--- src/design/assert_macros.svh ---
// assertion helpers shared by the top and parser design files
`ifndef ASSERT_MACROS_SVH
`define ASSERT_MACROS_SVH

// property checked at every rising edge outside reset
`define ASSERT_AT(lbl, clk, rst_n, prop, msg) \
  lbl: assert property (@(posedge clk) disable iff (!rst_n) (prop)) else $error(msg);

// condition that must never be seen outside reset
`define ASSERT_NEVER(lbl, clk, rst_n, cond, msg) \
  `ASSERT_AT(lbl, clk, rst_n, !(cond), msg)

`endif

--- src/design/bmptf_pkg.sv ---
package bmptf_pkg;

  localparam int WORD_INDEX_W = 19;
  localparam int PIXEL_W      = 24;
  localparam int BYTE_W       = 8;
  localparam int START_ROW_W  = 9;
  localparam int START_COL_W  = 10;
  localparam int CFG_IDX_W    = 2;
  localparam int CFG_DATA_W   = 10;
  localparam int POS_W        = 6;
  localparam int PART_W       = 16;

  localparam int FRAME_WIDTH_DEF  = 640;
  localparam int FRAME_HEIGHT_DEF = 480;
  localparam int MAX_DIM_DEF      = 4096;

  // header byte offsets
  localparam logic [POS_W-1:0] WIDTH_POS   = 6'd18;
  localparam logic [POS_W-1:0] HEIGHT_POS  = 6'd22;
  localparam logic [POS_W-1:0] PIXEL_START = 6'd54;

  // configuration register indexes
  localparam logic [CFG_IDX_W-1:0] CFG_START_ROW = 2'd0;
  localparam logic [CFG_IDX_W-1:0] CFG_START_COL = 2'd1;

  typedef enum logic [3:0] {
    PH_HEADER = 4'b0001,
    PH_PIXEL  = 4'b0010,
    PH_PAD    = 4'b0100,
    PH_DONE   = 4'b1000
  } phase_t;

  typedef struct packed {
    logic              first_byte;
    logic [BYTE_W-1:0] byte_value;
  } in_item_t;

  typedef struct packed {
    logic [START_ROW_W-1:0] start_row;
    logic [START_COL_W-1:0] start_col;
  } cfg_t;

  typedef struct packed {
    logic                    hit;
    logic [WORD_INDEX_W-1:0] word_index;
    logic [PIXEL_W-1:0]      pixel_word;
  } res_t;

endpackage

--- src/design/bmp24_to_framebuffer_writer_top.sv ---
// channel | direction | transfer when         | payload
// in_     | input     | in_valid & in_ready   | in_first_byte, in_byte_value
// out_    | output    | out_valid & out_ready | out_word_index, out_pixel_word
// cfg_    | input     | cfg_wr_en             | cfg_index, cfg_wdata
//
// one byte per cycle sustained while the output is not stalled; a byte passes
// the input register and then the result register before its output transfer
// the address path is one constant multiply by the frame width and an add
// reset is synchronous, active low; it clears parse state and both registers
// a stalled output holds its result while the input register still fills;
// the input stalls only when both registers are full

`include "assert_macros.svh"

module bmp24_to_framebuffer_writer_top
  import bmptf_pkg::*;
#(
  parameter int FRAME_WIDTH  = FRAME_WIDTH_DEF,
  parameter int FRAME_HEIGHT = FRAME_HEIGHT_DEF,
  parameter int MAX_DIM      = MAX_DIM_DEF
) (
  input  logic                    clk,
  input  logic                    rst_n,
  input  logic                    in_valid,
  output logic                    in_ready,
  input  logic                    in_first_byte,
  input  logic [BYTE_W-1:0]       in_byte_value,
  output logic                    out_valid,
  input  logic                    out_ready,
  output logic [WORD_INDEX_W-1:0] out_word_index,
  output logic [PIXEL_W-1:0]      out_pixel_word,
  input  logic                    cfg_wr_en,
  input  logic [CFG_IDX_W-1:0]    cfg_index,
  input  logic [CFG_DATA_W-1:0]   cfg_wdata
);

  in_item_t in_item, item;
  logic     item_valid;
  logic     advance;
  res_t     res;
  cfg_t     cfg_r;

  logic                    out_valid_r, out_valid_nxt;
  logic [WORD_INDEX_W-1:0] out_index_r;
  logic [PIXEL_W-1:0]      out_pixel_r;

  assign in_item.first_byte = in_first_byte;
  assign in_item.byte_value = in_byte_value;

  // the held byte moves on whenever the result register is free or emptying
  assign advance = item_valid && (!out_valid_r || out_ready);

  bmptf_in_stage u_in_stage (
    .clk        (clk),
    .rst_n      (rst_n),
    .in_valid   (in_valid),
    .in_ready   (in_ready),
    .in_item    (in_item),
    .take       (advance),
    .item_valid (item_valid),
    .item       (item)
  );

  bmptf_parser #(
    .FRAME_WIDTH  (FRAME_WIDTH),
    .FRAME_HEIGHT (FRAME_HEIGHT),
    .MAX_DIM      (MAX_DIM)
  ) u_parser (
    .clk     (clk),
    .rst_n   (rst_n),
    .item    (item),
    .advance (advance),
    .cfg     (cfg_r),
    .res     (res)
  );

  // placement registers, writes to unknown indexes are dropped
  always_ff @(posedge clk) begin
    if (!rst_n) begin
      cfg_r <= '0;
    end else if (cfg_wr_en) begin
      unique case (cfg_index)
        CFG_START_ROW: cfg_r.start_row <= cfg_wdata[START_ROW_W-1:0];
        CFG_START_COL: cfg_r.start_col <= cfg_wdata[START_COL_W-1:0];
        default: begin
        end
      endcase
    end
  end

  // result register: loaded on advance, cleared once transferred
  always_comb begin
    out_valid_nxt = out_valid_r;
    if (advance) begin
      out_valid_nxt = res.hit;
    end else if (out_ready) begin
      out_valid_nxt = 1'b0;
    end
  end

  always_ff @(posedge clk) begin
    if (!rst_n) begin
      out_valid_r <= 1'b0;
    end else begin
      out_valid_r <= out_valid_nxt;
    end
  end

  always_ff @(posedge clk) begin
    if (advance && res.hit) begin
      out_index_r <= res.word_index;
      out_pixel_r <= res.pixel_word;
    end
  end

  assign out_valid      = out_valid_r;
  assign out_word_index = out_index_r;
  assign out_pixel_word = out_pixel_r;

  `ASSERT_AT(a_ready_when_empty, clk, rst_n, !out_valid |-> in_ready, "input stalled with empty output")
  `ASSERT_AT(a_index_in_frame, clk, rst_n,
    out_valid |-> (32'(out_word_index) < 32'(FRAME_WIDTH * FRAME_HEIGHT)),
    "word index outside frame")
  `ASSERT_AT(a_out_hold, clk, rst_n,
    (out_valid && !out_ready) |=>
      (out_valid && $stable(out_word_index) && $stable(out_pixel_word)),
    "stalled result changed")

endmodule

--- src/design/bmptf_in_stage.sv ---
module bmptf_in_stage
  import bmptf_pkg::*;
(
  input  logic     clk,
  input  logic     rst_n,
  input  logic     in_valid,
  output logic     in_ready,
  input  in_item_t in_item,
  input  logic     take,
  output logic     item_valid,
  output in_item_t item
);

  logic     valid_r, valid_nxt;
  in_item_t item_r;

  assign in_ready   = !valid_r || take;
  assign item_valid = valid_r;
  assign item       = item_r;

  always_comb begin
    valid_nxt = valid_r;
    if (in_valid && in_ready) begin
      valid_nxt = 1'b1;
    end else if (take) begin
      valid_nxt = 1'b0;
    end
  end

  always_ff @(posedge clk) begin
    if (!rst_n) begin
      valid_r <= 1'b0;
    end else begin
      valid_r <= valid_nxt;
    end
  end

  always_ff @(posedge clk) begin
    if (in_valid && in_ready) begin
      item_r <= in_item;
    end
  end

endmodule

--- src/design/bmptf_parser.sv ---
`include "assert_macros.svh"

module bmptf_parser
  import bmptf_pkg::*;
#(
  parameter int FRAME_WIDTH  = FRAME_WIDTH_DEF,
  parameter int FRAME_HEIGHT = FRAME_HEIGHT_DEF,
  parameter int MAX_DIM      = MAX_DIM_DEF
) (
  input  logic     clk,
  input  logic     rst_n,
  input  in_item_t item,
  input  logic     advance,
  input  cfg_t     cfg,
  output res_t     res
);

  localparam int DIM_W  = $clog2(MAX_DIM);
  localparam int SROW_W = ((DIM_W > START_ROW_W) ? DIM_W : START_ROW_W) + 1;
  localparam int SCOL_W = ((DIM_W > START_COL_W) ? DIM_W : START_COL_W) + 1;
  localparam int AREA_W = $clog2(FRAME_WIDTH * FRAME_HEIGHT);

  function automatic logic [DIM_W-1:0] clamp_dim(input logic [31:0] raw);
    logic [DIM_W-1:0] r;
    if (raw[31]) begin
      r = '0;
    end else if (raw > 32'(MAX_DIM - 1)) begin
      r = DIM_W'(MAX_DIM - 1);
    end else begin
      r = raw[DIM_W-1:0];
    end
    return r;
  endfunction

  phase_t             phase_r, phase_nxt, cur_phase;
  logic [POS_W-1:0]   pos_r, pos_nxt, cur_pos;
  logic [31:0]        rw_r, rw_nxt, cur_rw;
  logic [31:0]        rh_r, rh_nxt, cur_rh;
  logic [DIM_W-1:0]   col_r, col_nxt, cur_col;
  logic [DIM_W-1:0]   row_r, row_nxt, cur_row;
  logic [1:0]         bip_r, bip_nxt, cur_bip;
  logic [PART_W-1:0]  part_r, part_nxt, cur_part;
  logic [1:0]         pad_r, pad_nxt, cur_pad;

  logic [DIM_W-1:0]   cw, ch;
  logic [POS_W-1:0]   pos_inc;
  logic [1:0]         hdr_byte;
  logic [DIM_W:0]     col_inc, row_inc;
  phase_t             eor_phase;
  logic [SROW_W-1:0]  srow;
  logic [SCOL_W-1:0]  scol;
  logic [AREA_W-1:0]  addr_full;
  logic               on_screen;

  // a start mark drops all parse state before this byte is used
  always_comb begin
    if (item.first_byte) begin
      cur_phase = PH_HEADER;
      cur_pos   = '0;
      cur_rw    = '0;
      cur_rh    = '0;
      cur_col   = '0;
      cur_row   = '0;
      cur_bip   = '0;
      cur_part  = '0;
      cur_pad   = '0;
    end else begin
      cur_phase = phase_r;
      cur_pos   = pos_r;
      cur_rw    = rw_r;
      cur_rh    = rh_r;
      cur_col   = col_r;
      cur_row   = row_r;
      cur_bip   = bip_r;
      cur_part  = part_r;
      cur_pad   = pad_r;
    end
  end

  // size word capture, little endian
  always_comb begin
    rw_nxt   = cur_rw;
    rh_nxt   = cur_rh;
    hdr_byte = 2'(cur_pos - WIDTH_POS);
    if (cur_phase == PH_HEADER) begin
      if (cur_pos >= WIDTH_POS && cur_pos < HEIGHT_POS) begin
        rw_nxt[8*hdr_byte +: 8] = cur_rw[8*hdr_byte +: 8] | item.byte_value;
      end else if (cur_pos >= HEIGHT_POS && cur_pos < HEIGHT_POS + 6'd4) begin
        rh_nxt[8*hdr_byte +: 8] = cur_rh[8*hdr_byte +: 8] | item.byte_value;
      end
    end
  end

  assign cw        = clamp_dim(rw_nxt);
  assign ch        = clamp_dim(rh_nxt);
  assign pos_inc   = cur_pos + 6'd1;
  assign col_inc   = (DIM_W + 1)'(cur_col) + 1'b1;
  assign row_inc   = (DIM_W + 1)'(cur_row) + 1'b1;
  assign eor_phase = (row_inc >= {1'b0, ch}) ? PH_DONE : PH_PIXEL;

  assign srow      = SROW_W'(cfg.start_row) + SROW_W'(cur_row);
  assign scol      = SCOL_W'(cfg.start_col) + SCOL_W'(cur_col);
  assign on_screen = (32'(srow) < 32'(FRAME_HEIGHT)) && (32'(scol) < 32'(FRAME_WIDTH));
  assign addr_full = AREA_W'(srow) * AREA_W'(FRAME_WIDTH) + AREA_W'(scol);

  always_comb begin
    phase_nxt      = cur_phase;
    pos_nxt        = cur_pos;
    col_nxt        = cur_col;
    row_nxt        = cur_row;
    bip_nxt        = cur_bip;
    part_nxt       = cur_part;
    pad_nxt        = cur_pad;
    res.hit        = 1'b0;
    res.word_index = WORD_INDEX_W'(addr_full);
    res.pixel_word = {cur_part[7:0], cur_part[15:8], item.byte_value};
    unique case (cur_phase)
      PH_HEADER: begin
        pos_nxt = pos_inc;
        if (pos_inc >= PIXEL_START) begin
          phase_nxt = (cw == '0 || ch == '0) ? PH_DONE : PH_PIXEL;
        end
      end
      PH_PIXEL: begin
        if (cur_bip == 2'd0) begin
          part_nxt = {8'd0, item.byte_value};
          bip_nxt  = 2'd1;
        end else if (cur_bip == 2'd1) begin
          part_nxt = {item.byte_value, cur_part[7:0]};
          bip_nxt  = 2'd2;
        end else begin
          bip_nxt  = 2'd0;
          part_nxt = '0;
          res.hit  = on_screen;
          col_nxt  = col_inc[DIM_W-1:0];
          if (col_inc >= {1'b0, cw}) begin
            pad_nxt = cw[1:0];
            if (cw[1:0] != 2'd0) begin
              phase_nxt = PH_PAD;
            end else begin
              col_nxt   = '0;
              row_nxt   = row_inc[DIM_W-1:0];
              phase_nxt = eor_phase;
            end
          end
        end
      end
      PH_PAD: begin
        pad_nxt = cur_pad - 2'd1;
        if (cur_pad == 2'd1) begin
          col_nxt   = '0;
          row_nxt   = row_inc[DIM_W-1:0];
          phase_nxt = eor_phase;
        end
      end
      PH_DONE: begin
      end
      default: begin
        phase_nxt = PH_DONE;
      end
    endcase
  end

  always_ff @(posedge clk) begin
    if (!rst_n) begin
      phase_r <= PH_HEADER;
      pos_r   <= '0;
      rw_r    <= '0;
      rh_r    <= '0;
      col_r   <= '0;
      row_r   <= '0;
      bip_r   <= '0;
      part_r  <= '0;
      pad_r   <= '0;
    end else if (advance) begin
      phase_r <= phase_nxt;
      pos_r   <= pos_nxt;
      rw_r    <= rw_nxt;
      rh_r    <= rh_nxt;
      col_r   <= col_nxt;
      row_r   <= row_nxt;
      bip_r   <= bip_nxt;
      part_r  <= part_nxt;
      pad_r   <= pad_nxt;
    end
  end

  `ASSERT_NEVER(a_bip_range, clk, rst_n, bip_r == 2'd3, "byte within triple out of range")
  `ASSERT_AT(a_pad_nonzero, clk, rst_n, (phase_r == PH_PAD) |-> (pad_r != 2'd0), "pad phase with no pad bytes")
  `ASSERT_AT(a_hdr_pos, clk, rst_n, (phase_r == PH_HEADER) |-> (pos_r < PIXEL_START), "header position past pixel start")

endmodule

--- config.mk ---
export PLATFORM = sky130hd
export DESIGN_NAME = bmp24_to_framebuffer_writer_top
export DESIGN_NICKNAME = d
export VERILOG_FILES = /design/src/design/bmptf_pkg.sv /design/src/design/bmp24_to_framebuffer_writer_top.sv /design/src/design/bmptf_in_stage.sv /design/src/design/bmptf_parser.sv
export VERILOG_INCLUDE_DIRS = /design/src /design/src/design
export SDC_FILE = /design/constraint.sdc
export NUM_CORES = 1
export LEC_CHECK = 0
export ABC_AREA = 0
export BUFFER_PORTS_ARGS = -buffer_cell sky130_fd_sc_hd__buf_2
export CORE_ASPECT_RATIO = 0.9
export CORE_MARGIN = 2
export CORE_UTILIZATION = 40
export DETAILED_ROUTE_END_ITERATION = 8
export HOLD_SLACK_MARGIN = 0.15
export PLACE_DENSITY = 0.54
export SYNTH_ARGS = -nofsm -noshare
export SYNTH_HDL_FRONTEND = slang
export SYNTH_SLANG_ARGS = --single-unit
--- constraint.sdc ---
create_clock -name clk -period 16.5 [get_ports clk]
set_input_delay 0.825 -clock clk [delete_from_list [all_inputs] [get_ports clk]]
set_output_delay 0.825 -clock clk [all_outputs]
set_load 0.03 [all_outputs]
==> flow_summary.ini, run 1 <==
[synth]
synthFlopType = dfxtp_1
syn_nets = 1445
yosysWarnings = 0
ys_types = 85
postSynth.asyncResetShare_pct = 0
synth.avg_cell_area_um2 = 8.85
synth_edf_count = 52
ys_seq_area_share_pct = 36.5
synthesis.area_um2 = 11900
yosysTopAreaCell = dfxtp_1
synth_top_cell_area_share_pct = 23.4
synth.top_cells.by_area = dfxtp_1, edfxtp_1, ha_1
synth_seq_cells = 191
synth_cells = 1343

[critical_path]
worst_setup_path_start_kind = flop
cp.required_ns = 16.84
slowest_stage = dfxtp_2
end_kind = flop
crit_path_frequent_cell = a21o_1
timing.rr.start = u_parser.pos_r[0]
cp.arrival_ns = 6.48
crit_family = compound AO/OA/AOI/OAI gates
rr_worst_depth = 20
cp_num_buf_inv = 2
cp_slowest_stage_delay_ns = 0.73
worstPathCellList = buf_4 -> nor2b_1 -> inv_1 -> ha_1 -> nor2_1 -> nand3_1 -> nor2_1 -> o21ai_0 -> and4_1 -> nand2_1 -> o21ai_0 -> ha_1 -> a21o_1 -> a21o_1 -> a221o_1 -> a31o_2 -> nand2_1 -> a21o_1 -> a211oi_1 -> o31a_1
regToRegSetupSlack_ns = 10.36
path_class = flop to flop
r2r-end = u_parser.row_r[11]
cp_max_fo = 25

[cts]
clkSinkCount = 191
postCtsSetupRepairBufs = 0
numCtsBuffers = 17
cts-resized-gates = 0
hold_buffers = 0
cts_max_level = 4
cts.reportedPaths.clkPinSlew_ns = 0.09
cts_buffer_depth = 2
cts_tree = built
clk_latency_ns = 0.45
cts-root-buf = clkbuf_16

[worst_hold_path]
hold_depth = 2
hp-class = flop to flop
hold_start = u_parser.rh_r[16]
hold_end = u_parser.rh_r[16]

[detailed_routing]
dr_total_vias = 10399
post_drt_wl_per_cell_um = 19.4
firstDrtPassIters = 5
routed_wl_um = 34600
drtIter0Drc = 814
viasPerCell = 5.85
drc = 0
postRouteAntennaNets = 0

[floorplan]
start_util_pct = 40.9
die_w_um = 186
die_area_um2 = 31100
io_pins = 71
core.rowCount = 59
fp.dieH_um = 168
core_area_um2 = 29100

[timing]
skew_ns = 0.0159
slew_headroom_pct = 33.9
worstMarginPinSlew_ns = 0.979
slew_viol_final = 0
timing.final.hold_violations = 0
setup_viol = 0
fin_crit_sh_pct = 37.2
clock.fmax_mhz = 163
period_needed_ns = 6.14
rsz0062_at_grt = no
fin_setup_tns_ns = 0

[pwr]
leakage_nw = 5.27
worst_ir_drop_vdd_uv = 73.3
powerDensity_nw_per_um2 = 79.9

[cells_and_area]
area_delta_synth_final_pct = 10.4
drive_gt1_share_pct = 10.8
final_nets = 1473
post-route-util_pct = 45.1
antenna_cells = 0
layout_common_cells = nor2_1, dfxtp_1, o21ai_0, a22oi_1, ha_1
final_common_cell = nor2_1
final_cells = 1779

[global_routing]
grt_overflow = 0
grt_pass1_wl_um = 54900
grt_pass1_vias = 9646
grt_antenna_before_repair = 0
grtUsageTotal_pct = 22.4
grt_max_degree = 79

[place]
io_buffer_count = 70
dp.cells = 1748
place_congestion = 0.878
hpwl_um = 24700

[flow_run]
drv_cap = 0

[run_status]
status = finished, final reports clean
[worst max path at each step]
stage / slack [ns] / depth (start not counted) / end / start
after floorplan: 4.44 / 18 / out_pixel_word[0] / u_in_stage.item[8]
after global placement: 10.77 / 20 / u_parser.row_r[6] / u_parser.pos_r[0]
after detailed placement: 10.51 / 20 / u_parser.row_r[11] / u_parser.pos_r[0]
after CTS: 10.48 / 20 / u_parser.row_r[11] / u_parser.pos_r[0]
after global routing: 9.96 / 20 / u_parser.phase_r[1] / u_parser.pos_r[0]
final: 10.36 / 20 / u_parser.row_r[11] / u_parser.pos_r[0]
[synthesized netlist by cell type, types with 24 or more instances]
cell type and instances:
a21oi_1 67, a22oi_1 72, clkbuf_1 49, dfxtp_1 139, edfxtp_1 52, ha_1 72, inv_1 43, mux2i_1 50
nand2_1 64, nand3_1 30, nor2_1 180, nor2b_1 48, nor3_1 28, o21ai_0 72, xnor2_1 32, xor2_1 24
[flip-flops by register name, summed over array words and instances, names as in the netlist]
name,cells
u_parser.rw_r,32
u_parser.pos_r,6
u_parser.rh_r,32
out_valid,1
u_parser.pad_r,2
u_in_stage.item,9
u_parser.part_r,16
u_parser.bip_r,2
u_parser.col_r,12
u_parser.phase_r,4
out_word_index,19
u_in_stage.item_valid,1
cfg_r,19
out_pixel_word,24
u_parser.row_r,12
[kinds of logic (layout without fill, tap and decap cells)]
family | after synthesis | after routing | synth area share [%]
XOR/XNOR | 57 | 57 | 4.26
buffers and inverters | 119 | 159 | 4.25
multiplexers | 55 | 55 | 4.68
adder cells (fa/ha/maj) | 76 | 76 | 8.25
AND/OR/NAND/NOR | 451 | 451 | 18.6
AO/OA/AOI/OAI | 394 | 394 | 23.4
flip-flops | 191 | 191 | 36.5
[per-layer routing]
metal	global-route usage [%]	share of wire, %
met4	6.68	1.9
met3	3.59	5.6
met2	32.4	43
met1	33.8	49
met5	0	0
[worst min-delay path, cell delays in order (launching register included)]
cell,delay (ns)
dfxtp_1,0.34
nand2_1,0.06
a21oi_1,0.05
[stage by stage]
step / setup slack (ns) / cell area, µm² / hold slack, ns / power (mW)
final: 10.36 / 13100 / 0.489 / 1.05
after global placement: 10.77 / 12500 / 0.456 / 0.615
after CTS: 10.48 / 13100 / 0.486 / 1.06
after global routing: 9.96 / 13100 / 0.515 / 1.09
after detailed placement: 10.51 / 12500 / 0.476 / 0.616
after floorplan: 4.44 / 11900 / 0.443 / 0.583
[area by class of cell]
type	count	area [µm²]
multi-input cells	1033	7060
flip-flops and latches	191	4350
clock inverters	14	186
fillers	2908	16000
repair buffers	84	455
clock buffers	17	425
well taps	396	495
inverters	44	166
[report_power, final]
part | switching (mW) | internal [mW] | total (mW)
sequential | 0.0103 | 0.487 | 0.497
clock | 0.221 | 0.221 | 0.442
combinational | 0.0734 | 0.0361 | 0.109
total | 0.305 | 0.744 | 1.05
Note: power is estimated with default switching activity, not from simulation.
==> run 2: changes to the inputs <==
PLACE_DENSITY = 0.56   (was 0.54)
clock period = 4.9 ns   (was 16.5 ns; I/O delays follow)
==> flow_summary.ini, run 2 (same netlist as run 1, synthesis figures left out) <==
[critical_path]
cp_num_buf_inv = 2
path_depth = 21
cp.arrival_ns = 4.94
path_class = flop to flop
slowest_stage = edfxtp_1
rr_worst_depth = 21
cp_max_fo = 5
worstPathCellList = buf_4 -> nor2b_2 -> ha_1 -> nor4bb_2 -> buf_4 -> nand2_1 -> a2bb2oi_1 -> nand4_1 -> nand4b_1 -> a221oi_2 -> nor2b_2 -> ha_1 -> nand2b_1 -> a21o_1 -> a21o_1 -> a211oi_1 -> o21bai_1 -> a31oi_1 -> o21ai_0 -> nand2b_1 -> a311oi_1
worst_setup_path_start_kind = flop
cp.required_ns = 5.26
end_kind = flop
crit_family = compound AO/OA/AOI/OAI gates
cp_slowest_stage_delay_ns = 0.48

[timing]
clock.fmax_mhz = 218
period_needed_ns = 4.58
fin_setup_tns_ns = 0
timing.final.hold_violations = 0
skew_ns = 0.0177
worstMarginPinSlew_ns = 0.979
worst_slack_ns = 0.316
slew_viol_final = 0
slew_headroom_pct = 34.7
fin_crit_sh_pct = 93.5
setup_viol = 0

[floorplan]
core_area_um2 = 29100
io_pins = 71
fp.dieH_um = 168
die_w_um = 186
die_area_um2 = 31100
core.rowCount = 59
start_util_pct = 40.9

[cts]
clk_latency_ns = 0.46
cts.reportedPaths.clkPinSlew_ns = 0.08
cts_buffer_depth = 2
clkSinkCount = 191
cts_tree = built
cts_max_level = 4
numCtsBuffers = 17
cts-root-buf = clkbuf_16

[pwr]
leakage_nw = 5.63
pwr-share-seq_pct = 46.7
combPwrFrac_pct = 12.1
power_mw = 3.57
swShare_pct = 28.9
p_sw_mw = 1.03
p_int_mw = 2.54
p_clk_share_pct = 41.2
powerDensity_nw_per_um2 = 257
worst_ir_drop_vdd_uv = 242

[cells_and_area]
final_area_um2 = 13900
final_cells = 1854
final_nets = 1547
layout_common_cells = nor2_1, dfxtp_1, a22oi_1, ha_1
final_common_cell = nor2_1
fill_cells = 2860
drive_gt1_share_pct = 15.3
antenna_cells = 0
area_delta_synth_final_pct = 16.7

[place]
dp.cells = 1797
place_congestion = 0.915
place_ws_ns = 0.0522
io_buffer_count = 70
hpwl_um = 26400
placed_cell_area_um2 = 13000

[detailed_routing]
dr_wl_met3_um = 2220
drc = 0
viasPerCell = 5.73
postRouteAntennaNets = 0
post_drt_wl_per_cell_um = 19.3
drt-met1-wl_um = 17500
wl_met2_um = 15600
dr_total_vias = 10629
firstDrtPassIters = 5
top_layer_used = met4
drtIter0Drc = 934
routed_wl_um = 35800

[global_routing]
grt_max_degree = 64
grt_overflow = 0
grt_pass1_vias = 10051
grtUsageTotal_pct = 23.0
grt_antenna_before_repair = 0
grt_pass1_wl_um = 55900

[worst_hold_path]
hold_depth = 4
hp-class = input pin to flop

[run_status]
status = finished, final reports clean

[flow_run]
drv_cap = 0
-- run 2: changes by cell type in the layout (fill, tap and decap cells not counted), sizes merged --
cell,change
clkinv,+4
clkinvlp,+1
inv,-4
buf,+54
dlygate4sd3,+20
-- run 2: tightest hold or removal path, cell delays in order --
cell and delay [ns]:
buf_2 0.07, nor2b_1 0.15, nand2_1 0.13, o41ai_1 0.09
-- run 2: power groups by stage --
stage | Combinational (mW) | Clock, mW | Sequential (mW)
6_report | 0.430 | 1.47 | 1.67
2_1_floorplan | 0.284 | 0 | 1.69
3_3_place_gp | 0.400 | 0 | 1.70
3_5_place_dp | 0.401 | 0 | 1.70
5_1_grt | 0.466 | 1.55 | 1.67
4_1_cts | 0.415 | 1.50 | 1.67
-- run 2: final timing paths --
kind                                    startpoint                   to  slack, ns
worst max-delay path            u_in_stage.item[8]  u_parser.phase_r[1]       0.32
worst max register to register  u_in_stage.item[8]  u_parser.phase_r[1]       0.32
worst min register to register   u_parser.rh_r[19]    u_parser.rh_r[19]       0.47
worst min-delay path                     out_ready            out_valid       0.29
-- run 2: layout make-up --
cell class	instances	area [µm²]	share of cell area [%]
Multi-Input combinational cell	1033	7160	51.6
Sequential cell	191	4350	31.3
Timing Repair Buffer	158	1080	7.79
Tap cell	396	495	3.57
Clock buffer	17	425	3.07
Clock inverter	15	196	1.42
Inverter	44	166	1.20
-- run 2: per-layer routing --
metal / GRT usage, % / up-vias
li1: - / 5196
met1: 33.6 / 5083
met2: 35.0 / 321
met3: 4.24 / 29
met4: 5.65 / 0
met5: 0 / -
-- run 2: stage by stage --
step	utilization (%)	hold WS, ns
floorplan	-	0.344
global placement	44.6	0.435
detailed placement	44.6	0.428
CTS	47.4	0.279
global route	47.7	0.319
finish	47.7	0.289
-- run 2: what timing repair did --
action                                 4_1_cts  5_1_grt
setup endpoints to repair                    0       25
buffers inserted                             0        5
hold buffers                                20        0
gates resized for setup                      0       14
endpoints found under the hold margin       29        0
==> run 3: changes to the inputs <==
PLACE_DENSITY = unset   (was 0.56)
==> flow_summary.ini, run 3 (same netlist as run 1, synthesis figures left out) <==
[run_status]
status = finished, final reports clean

[floorplan]
core.rowCount = 59
die_area_um2 = 31100
fp.dieH_um = 168
start_util_pct = 40.9
core_area_um2 = 29100
io_pins = 71
die_w_um = 186

[timing]
setup_viol = 0
fin_crit_sh_pct = 96.8
period_needed_ns = 4.74
timing.final.hold_violations = 0
skew_ns = 0.0225
worstMarginPinSlew_ns = 0.896
slew_viol_final = 0
slew_headroom_pct = 39.8
clock.fmax_mhz = 211

[global_routing]
grt_overflow = 0
grt_pass1_vias = 10113
grtUsageTotal_pct = 22.5
grt_pass1_wl_um = 55300
grt_antenna_before_repair = 1
grt_max_degree = 64

[detailed_routing]
postRouteAntennaNets = 0
viasPerCell = 5.79
post_drt_wl_per_cell_um = 18.7
drtIter0Drc = 1105
firstDrtPassIters = 6
routed_wl_um = 34800
drc = 0
dr_total_vias = 10759

[cts]
cts_buffer_depth = 2
cts.reportedPaths.clkPinSlew_ns = 0.08
cts_tree = built
cts_max_level = 4
clkSinkCount = 191
cts-root-buf = clkbuf_16
clk_latency_ns = 0.45
numCtsBuffers = 17

[pwr]
combPwrFrac_pct = 12.2
swShare_pct = 29.3
p_sw_mw = 1.04
powerDensity_nw_per_um2 = 254
pwr-share-seq_pct = 47.0
power_mw = 3.54
p_clk_share_pct = 40.7
leakage_nw = 5.64
worst_ir_drop_vdd_uv = 241
p_int_mw = 2.50

[place]
dp.cells = 1802
io_buffer_count = 70
hpwl_um = 25700
placed_cell_area_um2 = 13000
place_congestion = 0.925

[critical_path]
end_kind = flop
worstPathCellList = buf_4 -> nor4b_2 -> and3_1 -> a21oi_1 -> a222oi_1 -> and4_1 -> nand2_1 -> buf_4 -> o21a_1 -> ha_1 -> nand2b_1 -> a21o_1 -> a21oi_1 -> o21ai_0 -> a31o_2 -> nand2_1 -> a21o_4 -> buf_4 -> a2111oi_4 -> nor3_1
cp_num_buf_inv = 3
crit_family = compound AO/OA/AOI/OAI gates
worst_setup_path_start_kind = flop
cp.required_ns = 5.21
cp_slowest_stage_delay_ns = 0.54
crit_path_frequent_cell = buf_4
regToRegSetupSlack_ns = 0.16
cp_max_fo = 11
cp.arrival_ns = 5.05
path_class = flop to flop
slowest_stage = edfxtp_1

[worst_hold_path]
hp-class = input pin to flop

[cells_and_area]
final_area_um2 = 14000
area_delta_synth_final_pct = 17.3
final_common_cell = nor2_1
antenna_cells = 0
final_nets = 1551
final_cells = 1858
layout_common_cells = nor2_1, dfxtp_1, o21ai_0, a22oi_1
drive_gt1_share_pct = 15.9

[flow_run]
drv_cap = 0
[run 3: changes by cell type in the layout (fill, tap and decap cells not counted), moves of 2 or more]
cell      before  now
nor2b_2        3    1
buf_4         65   69
a21oi_1       65   63
a21oi_2        3    5
clkinv_4       3    1
[run 3: final cells by class]
cell class / instances / area [µm²]
Inverter: 44 / 169
Multi-Input combinational cell: 1033 / 7210
Fill cell: 2837 / 15100
Clock inverter: 15 / 191
Timing Repair Buffer: 162 / 1110
Sequential cell: 191 / 4350
Clock buffer: 17 / 425
Tap cell: 396 / 495
[run 3: power groups by stage]
| stage | clock network [mW] | registers [mW] | logic, mW |
|---|---|---|---|
| floorplan | 0 | 1.69 | 0.284 |
| global placement | 0 | 1.70 | 0.400 |
| detailed placement | 0 | 1.70 | 0.402 |
| CTS | 1.47 | 1.67 | 0.417 |
| global route | 1.53 | 1.67 | 0.473 |
| finish | 1.44 | 1.66 | 0.433 |
[run 3: worst register-to-register path, cell delays in order (launching register included)]
cell and delay (ns):
edfxtp_1 0.54, buf_4 0.21, nor4b_2 0.25, and3_1 0.32, a21oi_1 0.18, a222oi_1 0.36, and4_1 0.27, nand2_1 0.12
buf_4 0.20, o21a_1 0.19, ha_1 0.26, nand2b_1 0.09, a21o_1 0.11, a21oi_1 0.05, o21ai_0 0.24, a31o_2 0.23
nand2_1 0.13, a21o_4 0.28, buf_4 0.16, a2111oi_4 0.32, nor3_1 0.07
[run 3: per-stage QoR]
step | setup TNS [ns] | hold WS, ns | utilization, % | setup WS (ns)
final | 0 | 0.287 | 48.0 | 0.158
after global placement | 0 | 0.429 | 44.7 | 0.242
after CTS | 0 | 0.276 | 47.5 | 0.0761
after global routing | -0.00147 | 0.314 | 48.0 | -0.00147
after floorplan | -21.87 | 0.344 | - | -0.509
after detailed placement | 0 | 0.423 | 44.7 | 0.131
[run 3: final timing paths]
path / endpoint / from / depth (start not counted)
setup / recovery: u_parser.row_r[10] / u_in_stage.item[8] / 20
hold / removal: out_valid / out_ready / 4
setup reg to reg: u_parser.row_r[10] / u_in_stage.item[8] / 20
hold reg to reg: u_parser.rh_r[19] / u_parser.rh_r[19] / 2
[run 3: per-layer routing]
metal / share of wire (%) / global-route usage, % / vias up
li1: - / - / 5196
met1: 48 / 33.3 / 5160
met2: 43 / 32.8 / 355
met3: 6.5 / 4.37 / 46
met4: 1.9 / 6.71 / 2
met5: 0.034 / 0 / -
[run 3: what timing repair did]
| action | 4_1_cts | 5_1_grt |
|---|---|---|
| hold buffers | 20 | 0 |
| gates resized for setup | 0 | 22 |
| endpoints found under the setup margin | 0 | 22 |
| buffers inserted | 0 | 4 |
| hold endpoints to repair | 29 | 0 |
